`config.mk`:
```
export PLATFORM = sky130hd
export DESIGN_NAME = chvs_ram
export DESIGN_NICKNAME = d
export VERILOG_FILES = /design/src/rtl/core/chvs_ram.sv
export SDC_FILE = /design/constraint.sdc
export NUM_CORES = 1
export LEC_CHECK = 0
export BUFFER_PORTS_ARGS = -buffer_cell sky130_fd_sc_hd__buf_4
export CORE_ASPECT_RATIO = 1.5
export CORE_MARGIN = 5
export CORE_UTILIZATION = 41
export DETAILED_ROUTE_END_ITERATION = 8
export HOLD_SLACK_MARGIN = 0.15
export PLACE_DENSITY = 0.6
export SKIP_CTS_REPAIR_TIMING = 1
export SLEW_MARGIN = 5
export SYNTH_ARGS = -nofsm -noshare
export SYNTH_HDL_FRONTEND = slang
export SYNTH_SLANG_ARGS = --single-unit
```
`constraint.sdc`:
```
create_clock -name clk -period 1.8 [get_ports clk]
set_clock_uncertainty 0.15 [all_clocks]
set_input_delay 0.09 -clock clk [delete_from_list [all_inputs] [get_ports clk]]
set_output_delay 0.09 -clock clk [all_outputs]
set_load 0.01 [all_outputs]
```
`src/rtl/core/chvs_ram.sv`:
```
// Generic single-port synchronous RAM, registered read data.
// No dependencies.
module chvs_ram #(
	parameter int WIDTH = 8,
	parameter int DEPTH = 16
) (
	input  logic                     clk,
	input  logic                     we,
	input  logic [$clog2(DEPTH)-1:0] addr,
	input  logic [WIDTH-1:0]         wdata,
	output logic [WIDTH-1:0]         rdata
);

	logic [WIDTH-1:0] mem [DEPTH];

	always_ff @(posedge clk) begin
		if (we) begin
			mem[addr] <= wdata;
		end
		rdata <= mem[addr];
	end

endmodule

```
# Yosys cells after proc, flatten, opt, wreduce, memory -nomap -nowiden
# Memory sizes are Yosys's and may differ from the RTL's. A register that Yosys moved wholly into a read port is not among the register bits.
# Index checks and enable logic that the tools add are counted.
[totals] mem_bits_rw=128 n_memories=1 register_bits=0 inputBits=14 wordCells=3
[memory_table] name="mem" depth=16 width=8 read_ports=1 rd_ports_with_merged_regs=1 write_ports=1 line="14" rtl="logic [WIDTH-1:0] mem [DEPTH];"
[op_classes] mux=2
[op_table] op="1-bit 2-to-1 mux" n=2

# Logic depth before layout (Yosys ltp)
# Gate-level depths: netlist of run 1.
[depth] ltp_word=2 ltp_mapped=5

# Worst setup path before layout of run 1
# No wires, ideal clock.
[synth_timing] path_type="input to register" start="in addr[2]" end="mem mem[0][0] (enable)" setup_ns=0.383 arrival_time_ns=1.200 path_stages=2 slack_ns=0.067 path_cell_list="or3b_2 > nor3_1"
[synth_rtl] element="from (decl)" line="9" rtl="input logic [$clog2(DEPTH)-1:0] addr,"
[synth_rtl] element="to (decl)" line="14"
# No word-level cell before the write port.

==> results of run 1 <==
## kinds of logic after synthesis
family	synth area share [%]
AOI/OAI and AO/OA	2.37
muxes	14.2
DFF	79.0
and+or+nand+nor	3.21
buffers and inverters	1.19
## critical path, stage by stage, from the launching register on
cell      delay (ps)
edfxtp_1         360
mux4_2           470
a22oi_1          330
nand2_1           80
## final cells by class
cell class                 count  area (sq um)
clock buffer                  20           437
clock inverter                12           109
fill                         948          5890
multi-input combinational     83          1000
sequential                   136          4000
tap                          153           191
timing repair buffer          55           445
## power breakdown
| group | total [mW] | internal (mW) | switching (mW) | leakage [nW] |
|---|---|---|---|---|
| Combinational | 0.376 | 0.180 | 0.196 | 0.582 |
| Clock | 3.18 | 2.00 | 1.18 | 0.263 |
| Sequential | 3.56 | 3.54 | 0.0176 | 1.22 |
| Total | 7.12 | 5.73 | 1.39 | 2.07 |
## synth_stat cells
cell type	number	area share, %
a22oi_1	16	2.4
and2_1	1	0.12
buf_1	4	0.30
buf_2	2	0.20
buf_6	2	0.44
clkbuf_1	2	0.15
clkbuf_2	1	0.099
dfxtp_1	8	3.2
edfxtp_1	128	76
mux4_2	32	14
nand2_1	9	0.67
nand2b_1	2	0.25
nand3_1	1	0.099
nand3b_1	2	0.30
nor2_1	13	0.96
nor2b_1	2	0.25
nor3_1	4	0.40
or3b_2	1	0.17
## metal layers
layer  up-vias  wire (um)  GRT usage [%]
met1      1278       3950           17.8
li1       1086          -              -
met2        76       5230           23.7
met5         -          0              0
met4         0        127           5.80
met3        11        494           4.20
## state kept, by name, indices dropped and copies added (netlist names)
name,count
mem,128
rdata,8
## how the worst max path moves through the flow
stage                   start  depth (start not counted)        end  slack (ps)
global placement      addr[0]                          5   rdata[1]         110
finish              mem[3][1]                          3   rdata[1]         290
CTS                 mem[0][3]                          3   rdata[3]         300
floorplan             addr[2]                          2  mem[0][0]          70
global route        mem[3][1]                          3   rdata[1]         260
detailed placement    addr[0]                          5   rdata[1]         100
==> results.md, run 1 <==
- Status: completed
- Die width: 101 um
- Routed len/inst: 21.3 um
- Mean Syn Cell Area: 22.0 sq um
- Share of cells above drive strength 1: 33.7%
- TritonCTS clock tree: built
- Startpoint Class: flop
- Mapped cell area: 5070 sq um
- Vias per inst: 5.34
- Commonest non-fill, non-tap cell in the layout: edfxtp_1
- Final Setup Violations: 0
- Peak VDD IR: 0.000422 V
- P_leak: 2.07 nW
- Routed WL: 9800 um
- CTS HTree Levels: 4
- Core area: 12,100 sq um
- CP Class: reg2reg
- Fin. Hold Viols: 0
- Iteration-0 DRC Markers: 201
- Vias in the first global route: 2,521
- Area growth from synthesis to layout: 22.1%
- Final Max Tran Viols: 0
- Worst hold start: addr[2]
- Final RePlAce weighted congestion: 0.756
- Detailed-placement wirelength estimate: 6290 um
- Die ar.: 14,700 sq um
- Clk sinks: 136
- FF-to-FF Start: mem[3][1]
- DP Area: 5560 sq um
- Post-layout instance area: 6190 sq um
- CP required: 1930 ps
- Clock transition at the registers of the reported paths: 50 ps
- Max_cap viols: 0
- Hold Path End: rdata[1]
- Period minus WS final: 1510 ps
- RSZ-0062 raised after global routing: no
- R2R Setup Slk: 290 ps
- Worst-Skew Late Latency: 410 ps
- Synth Net Count: 244
- Post-synthesis register bit count: 136
- Initial antenna violation count: 0
- # DRC: 0
- Syn. warnings: 0
- Die Y: 146 um
- Hold Slack: 144 ps
- Largest net degree at the start of global routing: 27
- Vias: 2,451
- Worst reg2reg path endpoint: rdata[1]
- Gr usage total: 14.4%
- Placed cells: 419
- FMAX: 661 MHz
- DP Worst Slack: 105 ps
- CTS Buf Count: 17
- Clk root buf: clkbuf_16
- Layout Nets: 307
- Setup_tns: 0 ps
- Max clock buf depth: 2
- Seq/Total Area, Yosys: 79.0%
- # IOs: 22
- Commonest cells after routing, fill and taps aside: 128 x edfxtp_1, 46 x buf_4, 32 x mux4_2
- Overflow after GRT: 0
- Hold Path Cell Cnt: 5
- Utilization after layout: 51.2%
- First-pass GRT wire length: 15,100 um
- First-pass DRT Iterations: 4
- Worst-Margin Slew: 869 ps
- # diodes: 0
- Slew margin rel.: 41.9%
- Worst Setup End Kind: flop
- Initial Utilization: 42.0%
- Pwr Total: 7.12 mW
- Final period util: 84.1%
- Synthesized instance count: 230
- Number of antenna-violating nets in the routed design: 0
- HP Class: in2reg
- Worst setup margin: 286 ps
- Post-route non-filler standard cell count: 459
- Crit Path Max Fanout: 1
- # port buffers: 21
- R2R cell count: 3
- Site Rows: 49
- Pwr dens: 1150 nW/um^2
- Number of library cell types mapped by synthesis: 18
- WP data arrival: 1650 ps
(Power assumes the default switching activity.)
==> run 2, diff against run 1 <==
Settings changed: ABC_AREA set to 1, PLACE_DENSITY 0.6 to 0.58.
Clock period 1.8 ns to 1.5 ns, I/O delays scaled along.
==> results.md, run 2 <==
- Vias in the first global route: 3,745 (was 2,521)
- Synthesized instance count: 548 (was 230)
- Final Max Tran Viols: 0 (unchanged)
- Top cells by area, synth: edfxtp_1 69%, nand2_1 23%, dfxtp_1 2.9%, inv_1 1.4%, nor2_1 1.2% (was edfxtp_1 76%, mux4_2 14%, dfxtp_1 3.2%, a22oi_1 2.4%, nor2_1 0.96%)
- RSZ-0062 raised after global routing: no (unchanged)
- Slew margin rel.: 77.6% (was 41.9%)
- Max reg flops: 128 (unchanged)
- Share of cells above drive strength 1: 14.4% (was 33.7%)
- Largest reg by FF count: mem (unchanged)
- Mean Syn Cell Area: 10.2 sq um (was 22.0 sq um)
- Die Y: 153 um (was 146 um)
- Iteration-0 DRC Markers: 198 (was 201)
- Synth Area in Compound Gates: 0% (was 2.37%)
- First-pass DRT Iterations: 5 (was 4)
- Area growth from synthesis to layout: 21.5% (was 22.1%)
- Core area: 13,500 sq um (was 12,100 sq um)
- Initial Utilization: 41.5% (was 42.0%)
- Startpoint Class: primary input (was flop)
- Post-synth top cells: 346 x nand2_1, 128 x edfxtp_1, 21 x inv_1 (was 128 x edfxtp_1, 32 x mux4_2, 16 x a22oi_1)
- TritonCTS clock tree: built (unchanged)
- CTS HTree Levels: 4 (unchanged)
- Layout Nets: 626 (was 307)
- Fin. Hold Viols: 0 (unchanged)
- Regs by FF count: mem x128, rdata x8 (unchanged)
- # diodes: 0 (unchanged)
- Number of antenna-violating nets in the routed design: 0 (unchanged)
- Final Setup Violations: 0 (unchanged)
- Area share of fa/ha/maj cells after synthesis: 0% (unchanged)
- CTS Buf Count: 17 (unchanged)
- Number of flops mapped to enable cells by yosys: 128 (unchanged)
- Worst setup path startpoint: addr[2] (was mem[3][1])
- Ys async rst share: 0% (unchanged)
- FMAX: 719 MHz
- Max_cap viols: 0 (unchanged)
- Crit Path Max Fanout: 5 (was 1)
- Main synth FF type: edfxtp_1 (unchanged)
- R2R cell count: 8 (was 3)
- CP endpoint: mem[2][3] (was rdata[1])
- Final RePlAce weighted congestion: 0.839 (was 0.756)
- Gr usage total: 16.6% (was 14.4%)
- Site Rows: 52 (was 49)
- Worst setup margin: 110 ps (was 286 ps)
- Peak VDD IR: 0.000749 V (was 0.000422 V)
- Period minus WS final: 1390 ps
- Overflow after GRT: 0 (unchanged)
- Pwr dens: 1250 nW/um^2 (was 1150 nW/um^2)
- Most frequent cell after synthesis: nand2_1 (was edfxtp_1)
- DP Worst Slack: 81.4 ps (was 105 ps)
- Pwr Total: 8.52 mW (was 7.12 mW)
- Commonest cells after routing, fill and taps aside: 346 x nand2_1, 128 x edfxtp_1, 51 x buf_4 (was 128 x edfxtp_1, 46 x buf_4, 32 x mux4_2)
- Detailed-placement wirelength estimate: 8570 um (was 6290 um)
- Mapped cell area: 5590 sq um (was 5070 sq um)
- Largest family of logic cells by synthesized area: simple AND/OR/NAND/NOR gates (was multiplexers)
- Commonest non-fill, non-tap cell in the layout: nand2_1 (was edfxtp_1)
- Yosys top cell area share: 68.7% (was 75.9%)
- Vias: 3,761 (was 2,451)
- Area leader, netlist: edfxtp_1 (unchanged)
- Seq/Total Area, Yosys: 71.6% (was 79.0%)
- P_leak: 2.93 nW (was 2.07 nW)
- Post-synthesis register bit count: 136 (unchanged)
- XOR/XNOR Fraction of Synth Area: 0% (unchanged)
- Die ar.: 16,100 sq um (was 14,700 sq um)
- Post-synthesis mux area share: 0% (was 14.2%)
- Largest net degree at the start of global routing: 47 (was 27)
- Post-synthesis simple-gate area fraction: 24.8% (was 3.21%)
- CP Class: in2reg (was reg2reg)
- # IOs: 22 (unchanged)
- R2R Setup Slk: 320 ps (was 290 ps)
- Worst Setup End Kind: flop (unchanged)
- Syn. warnings: 0 (unchanged)
- Number of library cell types mapped by synthesis: 11 (was 18)
- WP data arrival: 1360 ps (was 1650 ps)
- # DRC: 0 (unchanged)
- Routed len/inst: 16.2 um (was 21.3 um)
- First-pass GRT wire length: 20,000 um (was 15,100 um)
- Status: completed (unchanged)
- Worst-Margin Slew: 334 ps (was 869 ps)
- Synth Net Count: 562 (was 244)
- CP required: 1470 ps (was 1930 ps)
- Initial antenna violation count: 0 (unchanged)
- HP Class: in2reg (unchanged)
- # port buffers: 21 (unchanged)
- Clk sinks: 136 (unchanged)
- Max clock buf depth: 2 (unchanged)
- Clock transition at the registers of the reported paths: 60 ps (was 50 ps)
- FF-to-FF Start: mem[5][3] (was mem[3][1])
- Vias per inst: 4.78 (was 5.34)
- Clk root buf: clkbuf_16 (unchanged)
- Routed WL: 12,700 um (was 9800 um)
- Worst-Skew Late Latency: 410 ps (about the same)
- Final period util: 92.7%
- Worst reg2reg path endpoint: rdata[3] (was rdata[1])
- Die width: 105 um (was 101 um)
## run 2: worst min path at each step
| stage | start | end | slack (ps) | cells past startpoint |
|---|---|---|---|---|
| after floorplan | wdata[0] | mem[0][0] | 20 | 0 |
| after global placement | wdata[1] | mem[3][1] | 280 | 1 |
| after detailed placement | wdata[1] | mem[3][1] | 290 | 1 |
| after CTS | wdata[1] | mem[10][1] | -140 | 1 |
| after global routing | addr[1] | rdata[1] | 190 | 8 |
| final | addr[1] | rdata[5] | 140 | 8 |
## run 2: per-layer routing
metal,GRT usage [%],share of wire [%]
met1,19.4,41
met2,28.9,53
met3,4.47,3.3
met4,6.38,2.6
met5,0,0
## run 2: worst max-delay path, cell delays in order
cell	delay, ps
buf_4	120
dlygate4sd3_1	550
nor2_1	140
inv_1	110
nor2_1	170
buf_4	190
## run 2: where the power goes
part	switching, mW	total [mW]	internal (mW)
registers	0.0225	4.27	4.25
logic	0.389	0.594	0.205
clock network	1.41	3.65	2.24
## run 2: layout make-up
cell class / instances / area (sq um)
fillers: 1211 / 6670
flip-flops and latches: 136 / 4000
multi-input cells: 368 / 1410
repair buffers: 66 / 573
clock buffers: 21 / 440
well taps: 162 / 203
inverters: 23 / 86.3
clock inverters: 11 / 82.6
## run 2: metrics by stage
stage	cell area [sq um]	setup TNS, ps	hold WS, ps	utilization [%]	instances
global route	6800	0	194	50.5	787
detailed placement	6160	0	291	45.8	744
CTS	6690	0	-142	49.6	776
finish	6800	0	143	50.5	787
floorplan	5610	-5890	23.9	-	548
global placement	6160	0	283	45.8	744
## run 2: kinds of logic after synthesis
kind of cell | after synthesis
buf+inv | 44
flops | 136
simple gates | 368
