`src/rtl/core/chvs_pkg.sv`:
```
// Package for the chained hash visited set: sizes, codes and memory word layout.
// Used by chvs_ram users, chvs_engine and chained_hash_visited_set.
package chvs_pkg;

	localparam int BUCKETS     = 128;
	localparam int POOL_NODES  = 1024;
	localparam int ALIGN_SHIFT = 5;

	localparam int ADDR_W = 48;
	localparam int WS_W   = 32;
	localparam int BKT_W  = $clog2(BUCKETS);
	localparam int PIDX_W = (POOL_NODES > 1) ? $clog2(POOL_NODES) : 1;
	localparam int LINK_W = $clog2(POOL_NODES + 1);

	localparam logic [LINK_W-1:0] NULL_LINK = LINK_W'(POOL_NODES);

	localparam logic [1:0] OP_INSERT = 2'd0;
	localparam logic [1:0] OP_SEARCH = 2'd1;
	localparam logic [1:0] OP_CLEAR  = 2'd2;

	localparam logic [2:0] ST_ADDED   = 3'd0;
	localparam logic [2:0] ST_PRESENT = 3'd1;
	localparam logic [2:0] ST_NULL    = 3'd2;
	localparam logic [2:0] ST_FULL    = 3'd3;
	localparam logic [2:0] ST_CLEARED = 3'd4;

	typedef struct packed {
		logic [ADDR_W-1:0] addr;
		logic [WS_W-1:0]   ws;
		logic [LINK_W-1:0] link;
	} word_t;

	localparam int WORD_W = $bits(word_t);

	typedef struct packed {
		logic             we;
		logic [BKT_W-1:0] addr;
		word_t            wdata;
	} head_req_t;

	typedef struct packed {
		logic              we;
		logic [PIDX_W-1:0] addr;
		word_t             wdata;
	} pool_req_t;

endpackage

```
`src/rtl/core/chvs_engine.sv`:
```
// Request sequencer: head lookup, chain walk, insert and clear, result register.
// Depends on chvs_pkg; drives the head and pool RAMs in the top level.
module chvs_engine (
	input  logic                       clk,
	input  logic                       arst_n,
	input  logic                       req_valid,
	output logic                       req_ready,
	input  logic [1:0]                 req_op,
	input  logic [chvs_pkg::ADDR_W-1:0] req_addr,
	input  logic [chvs_pkg::WS_W-1:0]   req_ws,
	output logic                       rsp_valid,
	input  logic                       rsp_ready,
	output logic [2:0]                 rsp_status,
	output logic                       rsp_found,
	output chvs_pkg::head_req_t        head_req,
	input  chvs_pkg::word_t            head_rdata,
	output chvs_pkg::pool_req_t        pool_req,
	input  chvs_pkg::word_t            pool_rdata
);

	typedef enum logic [3:0] {
		S_IDLE = 4'b0001,
		S_HEAD = 4'b0010,
		S_POOL = 4'b0100,
		S_DONE = 4'b1000
	} state_t;

	state_t state_q, state_d;

	logic [1:0]                  op_q;
	logic [chvs_pkg::ADDR_W-1:0] addr_q;
	logic [chvs_pkg::WS_W-1:0]   ws_q;
	logic [chvs_pkg::BKT_W-1:0]  bkt_q;
	chvs_pkg::word_t             hentry_q;
	logic [chvs_pkg::BUCKETS-1:0] head_valid_q;
	logic [chvs_pkg::LINK_W-1:0] pool_used_q;
	logic [2:0]                  res_status_q;
	logic                        res_found_q;
	logic                        rsp_valid_q;
	logic [2:0]                  rsp_status_q;
	logic                        rsp_found_q;

	logic [chvs_pkg::BKT_W-1:0] req_bkt;
	logic                       hvalid, head_hit, pool_hit, is_insert;
	chvs_pkg::word_t            miss_base;
	logic                       walk_miss;

	assign req_bkt   = req_addr[chvs_pkg::ALIGN_SHIFT +: chvs_pkg::BKT_W];
	assign hvalid    = head_valid_q[bkt_q];
	assign is_insert = (op_q == chvs_pkg::OP_INSERT);
	assign head_hit  = hvalid && head_rdata.addr == addr_q && head_rdata.ws == ws_q;
	assign pool_hit  = pool_rdata.addr == addr_q && pool_rdata.ws == ws_q;
	assign miss_base = (state_q == S_HEAD) ? head_rdata : hentry_q;
	assign req_ready = (state_q == S_IDLE);

	always_comb begin
		state_d        = state_q;
		walk_miss      = 1'b0;
		head_req       = '0;
		pool_req       = '0;
		head_req.addr  = (state_q == S_IDLE) ? req_bkt : bkt_q;
		pool_req.addr  = pool_used_q[chvs_pkg::PIDX_W-1:0];
		unique case (state_q)
			S_IDLE: begin
				if (req_valid) begin
					state_d = (req_op == chvs_pkg::OP_CLEAR) ? S_DONE : S_HEAD;
				end
			end
			S_HEAD: begin
				state_d = S_DONE;
				if (addr_q == '0 || head_hit) begin
				end else if (!hvalid) begin
					if (is_insert) begin
						head_req.we    = 1'b1;
						head_req.wdata = '{addr: addr_q, ws: ws_q, link: chvs_pkg::NULL_LINK};
					end
				end else if (head_rdata.link < pool_used_q) begin
					pool_req.addr = head_rdata.link[chvs_pkg::PIDX_W-1:0];
					state_d       = S_POOL;
				end else begin
					walk_miss = 1'b1;
				end
			end
			S_POOL: begin
				state_d = S_DONE;
				if (pool_hit) begin
				end else if (pool_rdata.link < pool_used_q) begin
					pool_req.addr = pool_rdata.link[chvs_pkg::PIDX_W-1:0];
					state_d       = S_POOL;
				end else begin
					walk_miss = 1'b1;
				end
			end
			S_DONE: begin
				if (!rsp_valid_q || rsp_ready) begin
					state_d = S_IDLE;
				end
			end
			default: state_d = S_IDLE;
		endcase
		if (walk_miss && is_insert && pool_used_q < chvs_pkg::NULL_LINK) begin
			pool_req.we    = 1'b1;
			pool_req.addr  = pool_used_q[chvs_pkg::PIDX_W-1:0];
			pool_req.wdata = '{addr: addr_q, ws: ws_q, link: miss_base.link};
			head_req.we    = 1'b1;
			head_req.wdata = '{addr: miss_base.addr, ws: miss_base.ws, link: pool_used_q};
		end
	end

	always_ff @(posedge clk or negedge arst_n) begin
		if (!arst_n) begin
			state_q      <= S_IDLE;
			head_valid_q <= '0;
			pool_used_q  <= '0;
			rsp_valid_q  <= 1'b0;
		end else begin
			state_q <= state_d;
			if (state_q == S_IDLE && req_valid && req_op == chvs_pkg::OP_CLEAR) begin
				head_valid_q <= '0;
				pool_used_q  <= '0;
			end
			if (state_q == S_HEAD && is_insert && addr_q != '0 && !hvalid) begin
				head_valid_q[bkt_q] <= 1'b1;
			end
			if (pool_req.we) begin
				pool_used_q <= pool_used_q + 1'b1;
			end
			if (state_q == S_DONE && (!rsp_valid_q || rsp_ready)) begin
				rsp_valid_q <= 1'b1;
			end else if (rsp_ready) begin
				rsp_valid_q <= 1'b0;
			end
		end
	end

	always_ff @(posedge clk) begin
		if (state_q == S_IDLE && req_valid) begin
			op_q   <= req_op;
			addr_q <= req_addr;
			ws_q   <= req_ws;
			bkt_q  <= req_bkt;
			res_status_q <= chvs_pkg::ST_CLEARED;
			res_found_q  <= 1'b0;
		end
		if (state_q == S_HEAD) begin
			hentry_q <= head_rdata;
		end
		if (state_q == S_HEAD || state_q == S_POOL) begin
			if (state_d == S_DONE) begin
				if (!is_insert) begin
					res_status_q <= chvs_pkg::ST_ADDED;
					res_found_q  <= addr_q != '0 && !walk_miss &&
						((state_q == S_HEAD) ? head_hit : pool_hit);
				end else if (addr_q == '0) begin
					res_status_q <= chvs_pkg::ST_NULL;
				end else if (walk_miss) begin
					res_status_q <= pool_req.we ? chvs_pkg::ST_ADDED : chvs_pkg::ST_FULL;
				end else if (state_q == S_HEAD && !hvalid) begin
					res_status_q <= chvs_pkg::ST_ADDED;
				end else begin
					res_status_q <= chvs_pkg::ST_PRESENT;
				end
			end
		end
		if (state_q == S_DONE && (!rsp_valid_q || rsp_ready)) begin
			rsp_status_q <= res_status_q;
			rsp_found_q  <= res_found_q;
		end
	end

	assign rsp_valid  = rsp_valid_q;
	assign rsp_status = rsp_status_q;
	assign rsp_found  = rsp_found_q;

	a_pool_bound: assert property (@(posedge clk) disable iff (!arst_n)
		pool_used_q <= chvs_pkg::NULL_LINK)
		else $error("pool count past capacity");

	a_found_search: assert property (@(posedge clk) disable iff (!arst_n)
		rsp_valid_q && rsp_found_q |-> rsp_status_q == chvs_pkg::ST_ADDED)
		else $error("found set with nonzero status");

	a_walk_no_clear: assert property (@(posedge clk) disable iff (!arst_n)
		state_q == S_POOL |-> op_q != chvs_pkg::OP_CLEAR)
		else $error("chain walk on clear");

	a_direct_done: assert property (@(posedge clk) disable iff (!arst_n)
		state_q == S_DONE && $past(state_q == S_IDLE) |-> op_q == chvs_pkg::OP_CLEAR)
		else $error("non-clear request skipped lookup");

endmodule

```
`config.mk`:
```
export PLATFORM = sky130hd
export DESIGN_NAME = chvs_engine
export DESIGN_NICKNAME = d
export VERILOG_FILES = /design/src/rtl/core/chvs_pkg.sv /design/src/rtl/core/chvs_engine.sv
export SDC_FILE = /design/constraint.sdc
export NUM_CORES = 1
export LEC_CHECK = 0
export ABC_AREA = 0
export BUFFER_PORTS_ARGS = -buffer_cell sky130_fd_sc_hd__buf_2
export CORE_ASPECT_RATIO = 0.6
export CORE_MARGIN = 4
export CORE_UTILIZATION = 40
export CTS_CLUSTER_DIAMETER = 60
export DETAILED_ROUTE_END_ITERATION = 16
export PLACE_DENSITY = 0.64
export SETUP_SLACK_MARGIN = 0.3
export SYNTH_ARGS = -nofsm -noshare
export SYNTH_HDL_FRONTEND = slang
export SYNTH_SLANG_ARGS = --single-unit
```
`constraint.sdc`:
```
create_clock -name clk -period 5.4 [get_ports clk]
set_input_delay 1.35 -clock clk [delete_from_list [all_inputs] [get_ports clk]]
set_output_delay 1.35 -clock clk [all_outputs]
set_load 0.01 [all_outputs]
```
Word-level counts from Yosys, hierarchy flattened
Index checks and enable logic that the tools add are counted.
W data, S select, Z words.
Cells by class
  bitwise gates (word level): 1
  order comparisons: 5
  reductions and logical operators: 26
  equality and inequality tests: 10
  add/subtract/negate cells: 1
  multiplexer cells: 57
Operator list (count)
  $mux W91: 6
  $mux W128: 2
  $or A128 B128 Y128: 1
  $mux W102: 1
  $eq A48 B48 Y1: 2
  $eq A32 B32 Y1: 2
  $mux W10: 5
  $logic_not A48 Y1: 1
  $reduce_bool A48 Y1: 1
  $mux W4: 8
  $lt A11 B11 Y1: 2
  $mux W11: 2
  $mux W1: 20
  $pmux W10 S2: 1
  $pmux W4 S4: 1
  $logic_and A1 B1 Y1: 15
  $add A11 B1 Y11 const B: 1
  $lt A11 B11 Y1 const B: 1
  $mux W3: 3
  $eq A4 B4 Y1 const B: 2
  $lt A7 B8 Y1 const B: 1
  $mux W2: 4
  $bmux W1 S7: 1
  $demux W1 S7: 1
  11 further kinds: 16
Word-level totals
  input bits: 268
  output and inout bits: 207
  word-level logic and storage cells: 115
  register bits after elaboration: 332

Logic depth before layout (Yosys ltp)
Gate-level depths: netlist of the first run.
  depth in word-level cells: 16
  mapped depth: 16
  gate-level depth less buffers: 10

Least setup slack after synthesis of the first run
OpenSTA, ideal clock, no wires.
  path kind: input -> output
  start point: input port pool_rdata[6] (netlist name)
  end point: output port pool_req[100] (netlist name)
  buffers on the path: 0
  setup slack: 525 ps
  arrival time: 3525 ps
  required time: 4050 ps
  stages on the path: 8
  cell sequence: ha_1 > a21o_1 > a21o_1 > a2111oi_0 > o21ai_0 > and2_1 > nor3_1 > a221o_1
RTL lines
  start, declared: line chvs_engine.sv:18  | input chvs_pkg::word_t pool_rdata
  end, declared: line chvs_engine.sv:17  | output chvs_pkg::pool_req_t pool_req,

==> impl_metrics.toml, run 1 <==
[clock_network]
clk_latency_ns = 0.54
cts_root_buf = "clkbuf_16"
cts_max_level = 2
cts_sinks = 325
cts_tree = "yes"
cts_buffers = 34
clockBufferDepth = 3
path_clk_slew_ns = 0.06

[pwr]
leakage_nw = 10.41
ir_drop_uv = 259.1
pwr-share-clk = 0.262
pwr-share-comb = 0.321
seqPwrFrac = 0.418
p_int_w = 0.006009
p_switching_w = 0.003462
power_density_nw_per_um2 = 422.8
switching_share = 0.3656

[worst_setup_path]
reg2reg_from = "addr_q[7]$_DFFE_PP_"
slowest_stage = "nor4_4"
cp_top_family = "simple AND/OR/NAND/NOR gates"
r2r_end = "head_valid_q[55]$_DFF_PN0_"
cp-end-kind = "output port"
path_common_cell = "nor4_4"
reg2reg_slack_ns = 1.12
crit_buf_inv = 6
cp_max_fo = 8
rr_worst_depth = 17
crit_chain = "buf_6 > xor2_2 > nor4_4 > nand4_1 > nor4_4 > buf_4 > a21oi_2 > nand3_2 > o32a_4 > buf_12 > inv_12 > clkbuf_16 > a22o_1 > buf_2"
start_kind = "input port"
cp.arrival_ns = 4.11
cp.required_ns = 4.05
worstSetupPathType = "input port to output port"
slowest_delay_ns = 0.44

[finish]
stdcell_area_um2 = 22400
area_growth_pct = 34.62
drive_above_1_share = 0.3317
ff_latch_area_um2 = 8089
fillCellCount = 3699
layout.nets = 2573
multiInputGateArea_um2 = 8265

[flow_run]
maxCapViolations = 0

[run_status]
status = "finished, violations left"
failed_checks = "negative setup slack"

[logic_synthesis]
synth.largest_area_cell = "dfrtp_1"
avgSynthCellArea_um2 = 9.596
yosysUniqueCellTypes = 72
synthTopCellsByCount = "451 x nand2_1, 143 x dfrtp_1, 96 x xor2_1"
ys_ff_latch = 325
synth_async_sr_flop_share = 0.4431
synthesis.nets = 2023
synth_compound_area_frac = 0.1360
muxShareOfSynthArea = 0.03173
synthSimpleGateAreaFrac = 0.2076
netlist_area_um2 = 16640
netlist_top_cells_area = "dfrtp_1 22%, edfxtp_1 16%, dfxtp_1 11%, nand2_1 10%, xor2_1 5.1%"
synth.most_common_cell = "nand2_1"
synth_edf_count = 86
synth_top_family_by_area = "simple AND/OR/NAND/NOR gates"
yosysWarnings = 0
yosys.area.top_type_share = 0.2151
synthAdderAreaFrac = 0.01579
synth_xor_area_frac = 0.08211
synthCells = 1734
ys_seq_area_frac = 0.4861
ys.flop_type = "dfrtp_1"

[hold_path]
min_to = "rsp_status[0]$_DFFE_PP_"
hold_class = "flop to flop"
hp-start = "res_status_q[0]$_DFF_P_"
hold_path_depth = 0

[floorplanning]
dieArea_um2 = 45030
start_util = 0.4079
die_x_um = 271.3
io_pins = 475
placementRows = 57
core_region_area_um2 = 40790
die_h_um = 166.0

[timing]
hold_violations = 0
grt_setup_unrepaired = "yes"
maxSlewHeadroom = 0.1861
fin_tns_setup_ns = -1.297
finalClockSkew_ns = 0.02070
worst_pin_slew_ns = 1.221
max_freq_mhz = 183.0
layout_min_cycle_time_ns = 5.464
finalWorstSetupSlack_ns = -0.06435
min_period_over_period = 1.012
hold_ws_ns = 0.4421
maxSlewViolCount = 0
setup_viol = 74

[grt]
grt_use_total = 0.2998
antenna_found_initial = 14
grt_pass1_wl_um = 102800
grt_max_degree = 115
grt_pass1_vias = 15570
overflow = 0

[routing]
ant_nets = 0
wl_met3_um = 7889
routedWlPerCell_um = 25.35
wl_met2_um = 31300
route.vias.total = 16320
wl_um = 73060
first_pass_iters = 5
wl_met1_um = 31460
route.detailed.drc = 0
routed_via_density = 5.664
drt_iter0_drc = 1956
dr.max_layer_used = "met5"

[placement]
postPlaceCellArea_um2 = 19960
port_buffers = 474
dp_slack_ns = -0.1329
place.gp.congestion = 0.9807
dp.final_hpwl_um = 52470
[cell usage in the layout, fill, tap and decap left out, types with 46 or more instances in the layout]
master       n
and2_1      70
buf_4       96
nand2_1    450
dfxtp_1     95
dfrtp_1    143
xor2_1      91
clkbuf_16   46
buf_2      452
a22o_1      82
o21ai_0     70
edfxtp_1    86
nor2_1      47
xnor2_1     52
o21ai_1     82
[through the flow]
| stage | instances | utilization | power (W) |
|---|---|---|---|
| after CTS | 2839 | 0.5291 | 0.009238 |
| after detailed placement | 2754 | 0.4892 | 0.006642 |
| after floorplan | 1734 | - | 0.005353 |
| after global placement | 2754 | 0.4892 | 0.006575 |
| final | 2882 | 0.5491 | 0.009471 |
| after global routing | 2881 | 0.5490 | 0.009897 |
[what timing repair did]
action	4_1_cts	5_1_grt
endpoints found under the setup margin	194	194
hold buffers	0	0
gates cloned	1	12
setup buffers	23	18
pin swaps	10	28
resized for setup	50	75
[worst max path at each step]
stage                          to           start  depth (start not counted)
detailed placement   head_req[98]  pool_rdata[20]                         14
CTS                 pool_req[100]  head_rdata[87]                         15
finish               head_req[39]  pool_rdata[81]                         14
global route         head_req[89]  pool_rdata[81]                         13
floorplan           pool_req[100]   pool_rdata[6]                          8
global placement     head_req[98]  pool_rdata[20]                         14
[kinds of logic (layout without fill, tap and decap cells)]
logic type | count (synthesis) | in the layout
flip-flops | 325 | 325
AND/OR/NAND/NOR | 738 | 738
AO/OA/AOI/OAI | 335 | 335
adder cells (fa/ha/maj) | 21 | 21
other | 0 | 13
multiplexers | 38 | 38
buffers and inverters | 121 | 696
XOR/XNOR | 156 | 156
[power groups by stage]
stage | combinational, W | sequential [W] | clock (W)
after floorplan | 0.00163 | 0.00372 | 0
after global placement | 0.00263 | 0.00395 | 0
final | 0.00304 | 0.00395 | 0.00248
after detailed placement | 0.00266 | 0.00398 | 0
after CTS | 0.00281 | 0.00393 | 0.00249
after global routing | 0.00327 | 0.00402 | 0.00261
[cell type report]
| cell class | instances | area share |
|---|---|---|
| diodes | 13 | 0.001452 |
| clock buffers | 52 | 0.04608 |
| clock inverters | 9 | 0.005251 |
| inverters | 22 | 0.004469 |
| multi-input cells | 1288 | 0.3690 |
| flip-flops and latches | 325 | 0.3611 |
| well taps | 560 | 0.03128 |
| repair buffers | 612 | 0.1806 |
| repair inverters | 1 | 0.0007261 |
[routing by layer]
| metal | GRT usage | vias to the layer above |
|---|---|---|
| li1 | - | 7173 |
| met2 | 0.4456 | 979 |
| met4 | 0.08877 | 4 |
| met5 | 0 | - |
| met1 | 0.4362 | 8016 |
| met3 | 0.07090 | 152 |
[flip-flops by register name, summed over array words and instances, names as in the netlist, 2 cells and up]
| signal | cells |
|---|---|
| addr_q | 48 |
| ws_q | 32 |
| pool_used_q | 11 |
| rsp_status | 3 |
| op_q | 2 |
| head_valid_q | 128 |
| res_status_q | 3 |
| hentry_q | 91 |
| state_q | 4 |
No activity file was read; power rests on OpenSTA's default activity.
==> run 2, diff against run 1 <==
- CTS_BUF_LIST: unset -> sky130_fd_sc_hd__clkbuf_2
==> run 2 against run 1 <==
Against the previous run:
- the flow still finishes with violations (negative setup slack)
- first-iteration DRC count is 3.5% higher
- register-to-register slack worse by 0.02 ns
- worst hold slack worse by 0.0090 ns
- sequential share of layout area is 0.18 points higher
- sequential power hardly changed
- final area is 0.51% lower
- critical path type is now flop to output port
- largest cell class unchanged
- highest routed layer unchanged
==> impl_metrics.toml, run 2 (synthesized netlist as in run 1, its figures left out) <==
[worst_setup_path]
cp.required_ns = 4.05
worstSetupPathType = "flop to output port"
cp_max_fo = 6
start_kind = "flop"
crit_chain = "xnor2_1 > nand4_1 > nor4_1 > nand3_1 > nor3_1 > buf_4 > or3_1 > o32a_4 > inv_12 > bufbuf_16 > a22o_1 > buf_2"
slowest_delay_ns = 0.62
cp-end-kind = "output port"
cp.arrival_ns = 4.52
slowest_stage = "xnor2_1"

[run_status]
failed_checks = "negative setup slack"
status = "finished, violations left"

[finish]
largestRegisters = "head_valid_q: 128 flops, hentry_q: 91 flops, addr_q: 48 flops"
area_growth_pct = 33.94
multiInputGateArea_um2 = 8198
drive_above_1_share = 0.3582
utilization = 0.5463
fillCellCount = 3793
most-common-layout-cells = "457 x buf_2, 450 x nand2_1, 143 x dfrtp_1, 124 x clkbuf_2, 101 x buf_4"
layout.nets = 2639
final_common_cell = "buf_2"
top_register = "head_valid_q"
ff_latch_area_um2 = 8089
largest_reg_flops = 128

[timing]
grt_setup_unrepaired = "yes"
maxSlewViolCount = 0
setup_viol = 194
layout_min_cycle_time_ns = 5.867
maxSlewHeadroom = 0.1782
worst_pin_slew_ns = 1.233
hold_ws_ns = 0.4331
min_period_over_period = 1.087
hold_violations = 0
finalClockSkew_ns = 0.1188
finalWorstSetupSlack_ns = -0.4671
max_freq_mhz = 170.4
fin_tns_setup_ns = -74.31

[grt]
grt_pass1_vias = 16180
antenna_found_initial = 16
grt_max_degree = 115
grt_use_total = 0.3097
grt_pass1_wl_um = 105300
overflow = 0

[hold_path]
hold_class = "input port to async pin"

[placement]
port_buffers = 474
place.gp.congestion = 0.9807
dp.final_hpwl_um = 52470

[pwr]
leakage_nw = 10.56
total_power_w = 0.008866
ir_drop_uv = 226.0
power_density_nw_per_um2 = 397.8

[routing]
ant_nets = 0
route.vias.total = 16830
routedWlPerCell_um = 24.69
routed_via_density = 5.626
first_pass_iters = 8
wl_um = 73870
drt_iter0_drc = 2025
route.detailed.drc = 0

[floorplanning]
dieArea_um2 = 45030
core_region_area_um2 = 40790
io_pins = 475
die_x_um = 271.3
start_util = 0.4079
die_h_um = 166.0
placementRows = 57

[clock_network]
path_clk_slew_ns = 0.12
cts_root_buf = "clkbuf_2"
cts_tree = "yes"
clockBufferDepth = 3
clk_latency_ns = 1.07
cts_sinks = 325
cts_buffers = 79
holdBufCountCts = 0
cts_max_level = 3

[flow_run]
maxCapViolations = 0
## run 2: path summary, 6_finish.rpt
check | slack [ns] | start | cells past startpoint | end
max | -0.47 | addr_q[20]$_DFFE_PP_ | 12 | head_req[50]
min | 0.43 | arst_n | 1 | head_valid_q[94]$_DFF_PN0_
max reg2reg | 1.10 | addr_q[6]$_DFFE_PP_ | 19 | head_valid_q[61]$_DFF_PN0_
min reg2reg | 0.46 | hentry_q[47]$_DFF_P_ | 2 | hentry_q[47]$_DFF_P_
max in group asynchronous | 3.78 | arst_n | 2 | pool_used_q[2]$_DFFE_PN0P_
min in group clk | 0.45 | req_ws[30] | 1 | ws_q[30]$_DFFE_PP_
## run 2: repair_timing
| action | CTS | global route |
|---|---|---|
| setup buffers | 44 | 15 |
| setup endpoints to repair | 194 | 194 |
| pin swaps | 18 | 38 |
| gates cloned | 7 | 9 |
| gates resized for setup | 78 | 55 |
## run 2: report_power, final
part | internal [W] | switching [W]
Clock | 0.000703 | 0.00110
Sequential | 0.00335 | 0.000580
Combinational | 0.00124 | 0.00189
Total | 0.00530 | 0.00357
## run 2: final cells by class
cell class / instances / share of cell area
sequential: 325 / 0.3630
antenna: 17 / 0.001909
clock buffer: 124 / 0.02785
timing repair inverter: 1 / 0.0003930
timing repair buffer: 633 / 0.1966
clock inverter: 22 / 0.006569
inverter: 22 / 0.004491
tap: 560 / 0.03144
multi-input combinational: 1288 / 0.3678
## run 2: per-stage QoR
step                setup WS, ns  instance area (µm²)  cells
global route             -0.6584                22290   2992
floorplan                 0.5249                16640   1734
finish                   -0.4671                22290   2992
CTS                      -0.4404                21670   2951
detailed placement       -0.1329                19960   2754
global placement         -0.1231                19960   2754
## run 2: layer usage
| layer | share of wire | wire, µm | GRT usage | up-vias |
|---|---|---|---|---|
| li1 | - | - | - | 7362 |
| met1 | 0.42 | 31280 | 0.4434 | 8210 |
| met2 | 0.42 | 31330 | 0.4490 | 1085 |
| met3 | 0.12 | 8689 | 0.09011 | 174 |
| met4 | 0.035 | 2554 | 0.1064 | 2 |
| met5 | 0.00018 | 13 | 0 | - |
## run 2: worst max-delay path, delay by kind of cell (launching register included)
family,cells,cell delay [ns]
simple gates,5,1.14
buf+inv,4,0.64
flops,1,0.58
compound gates,2,0.47
xor+xnor,1,0.62
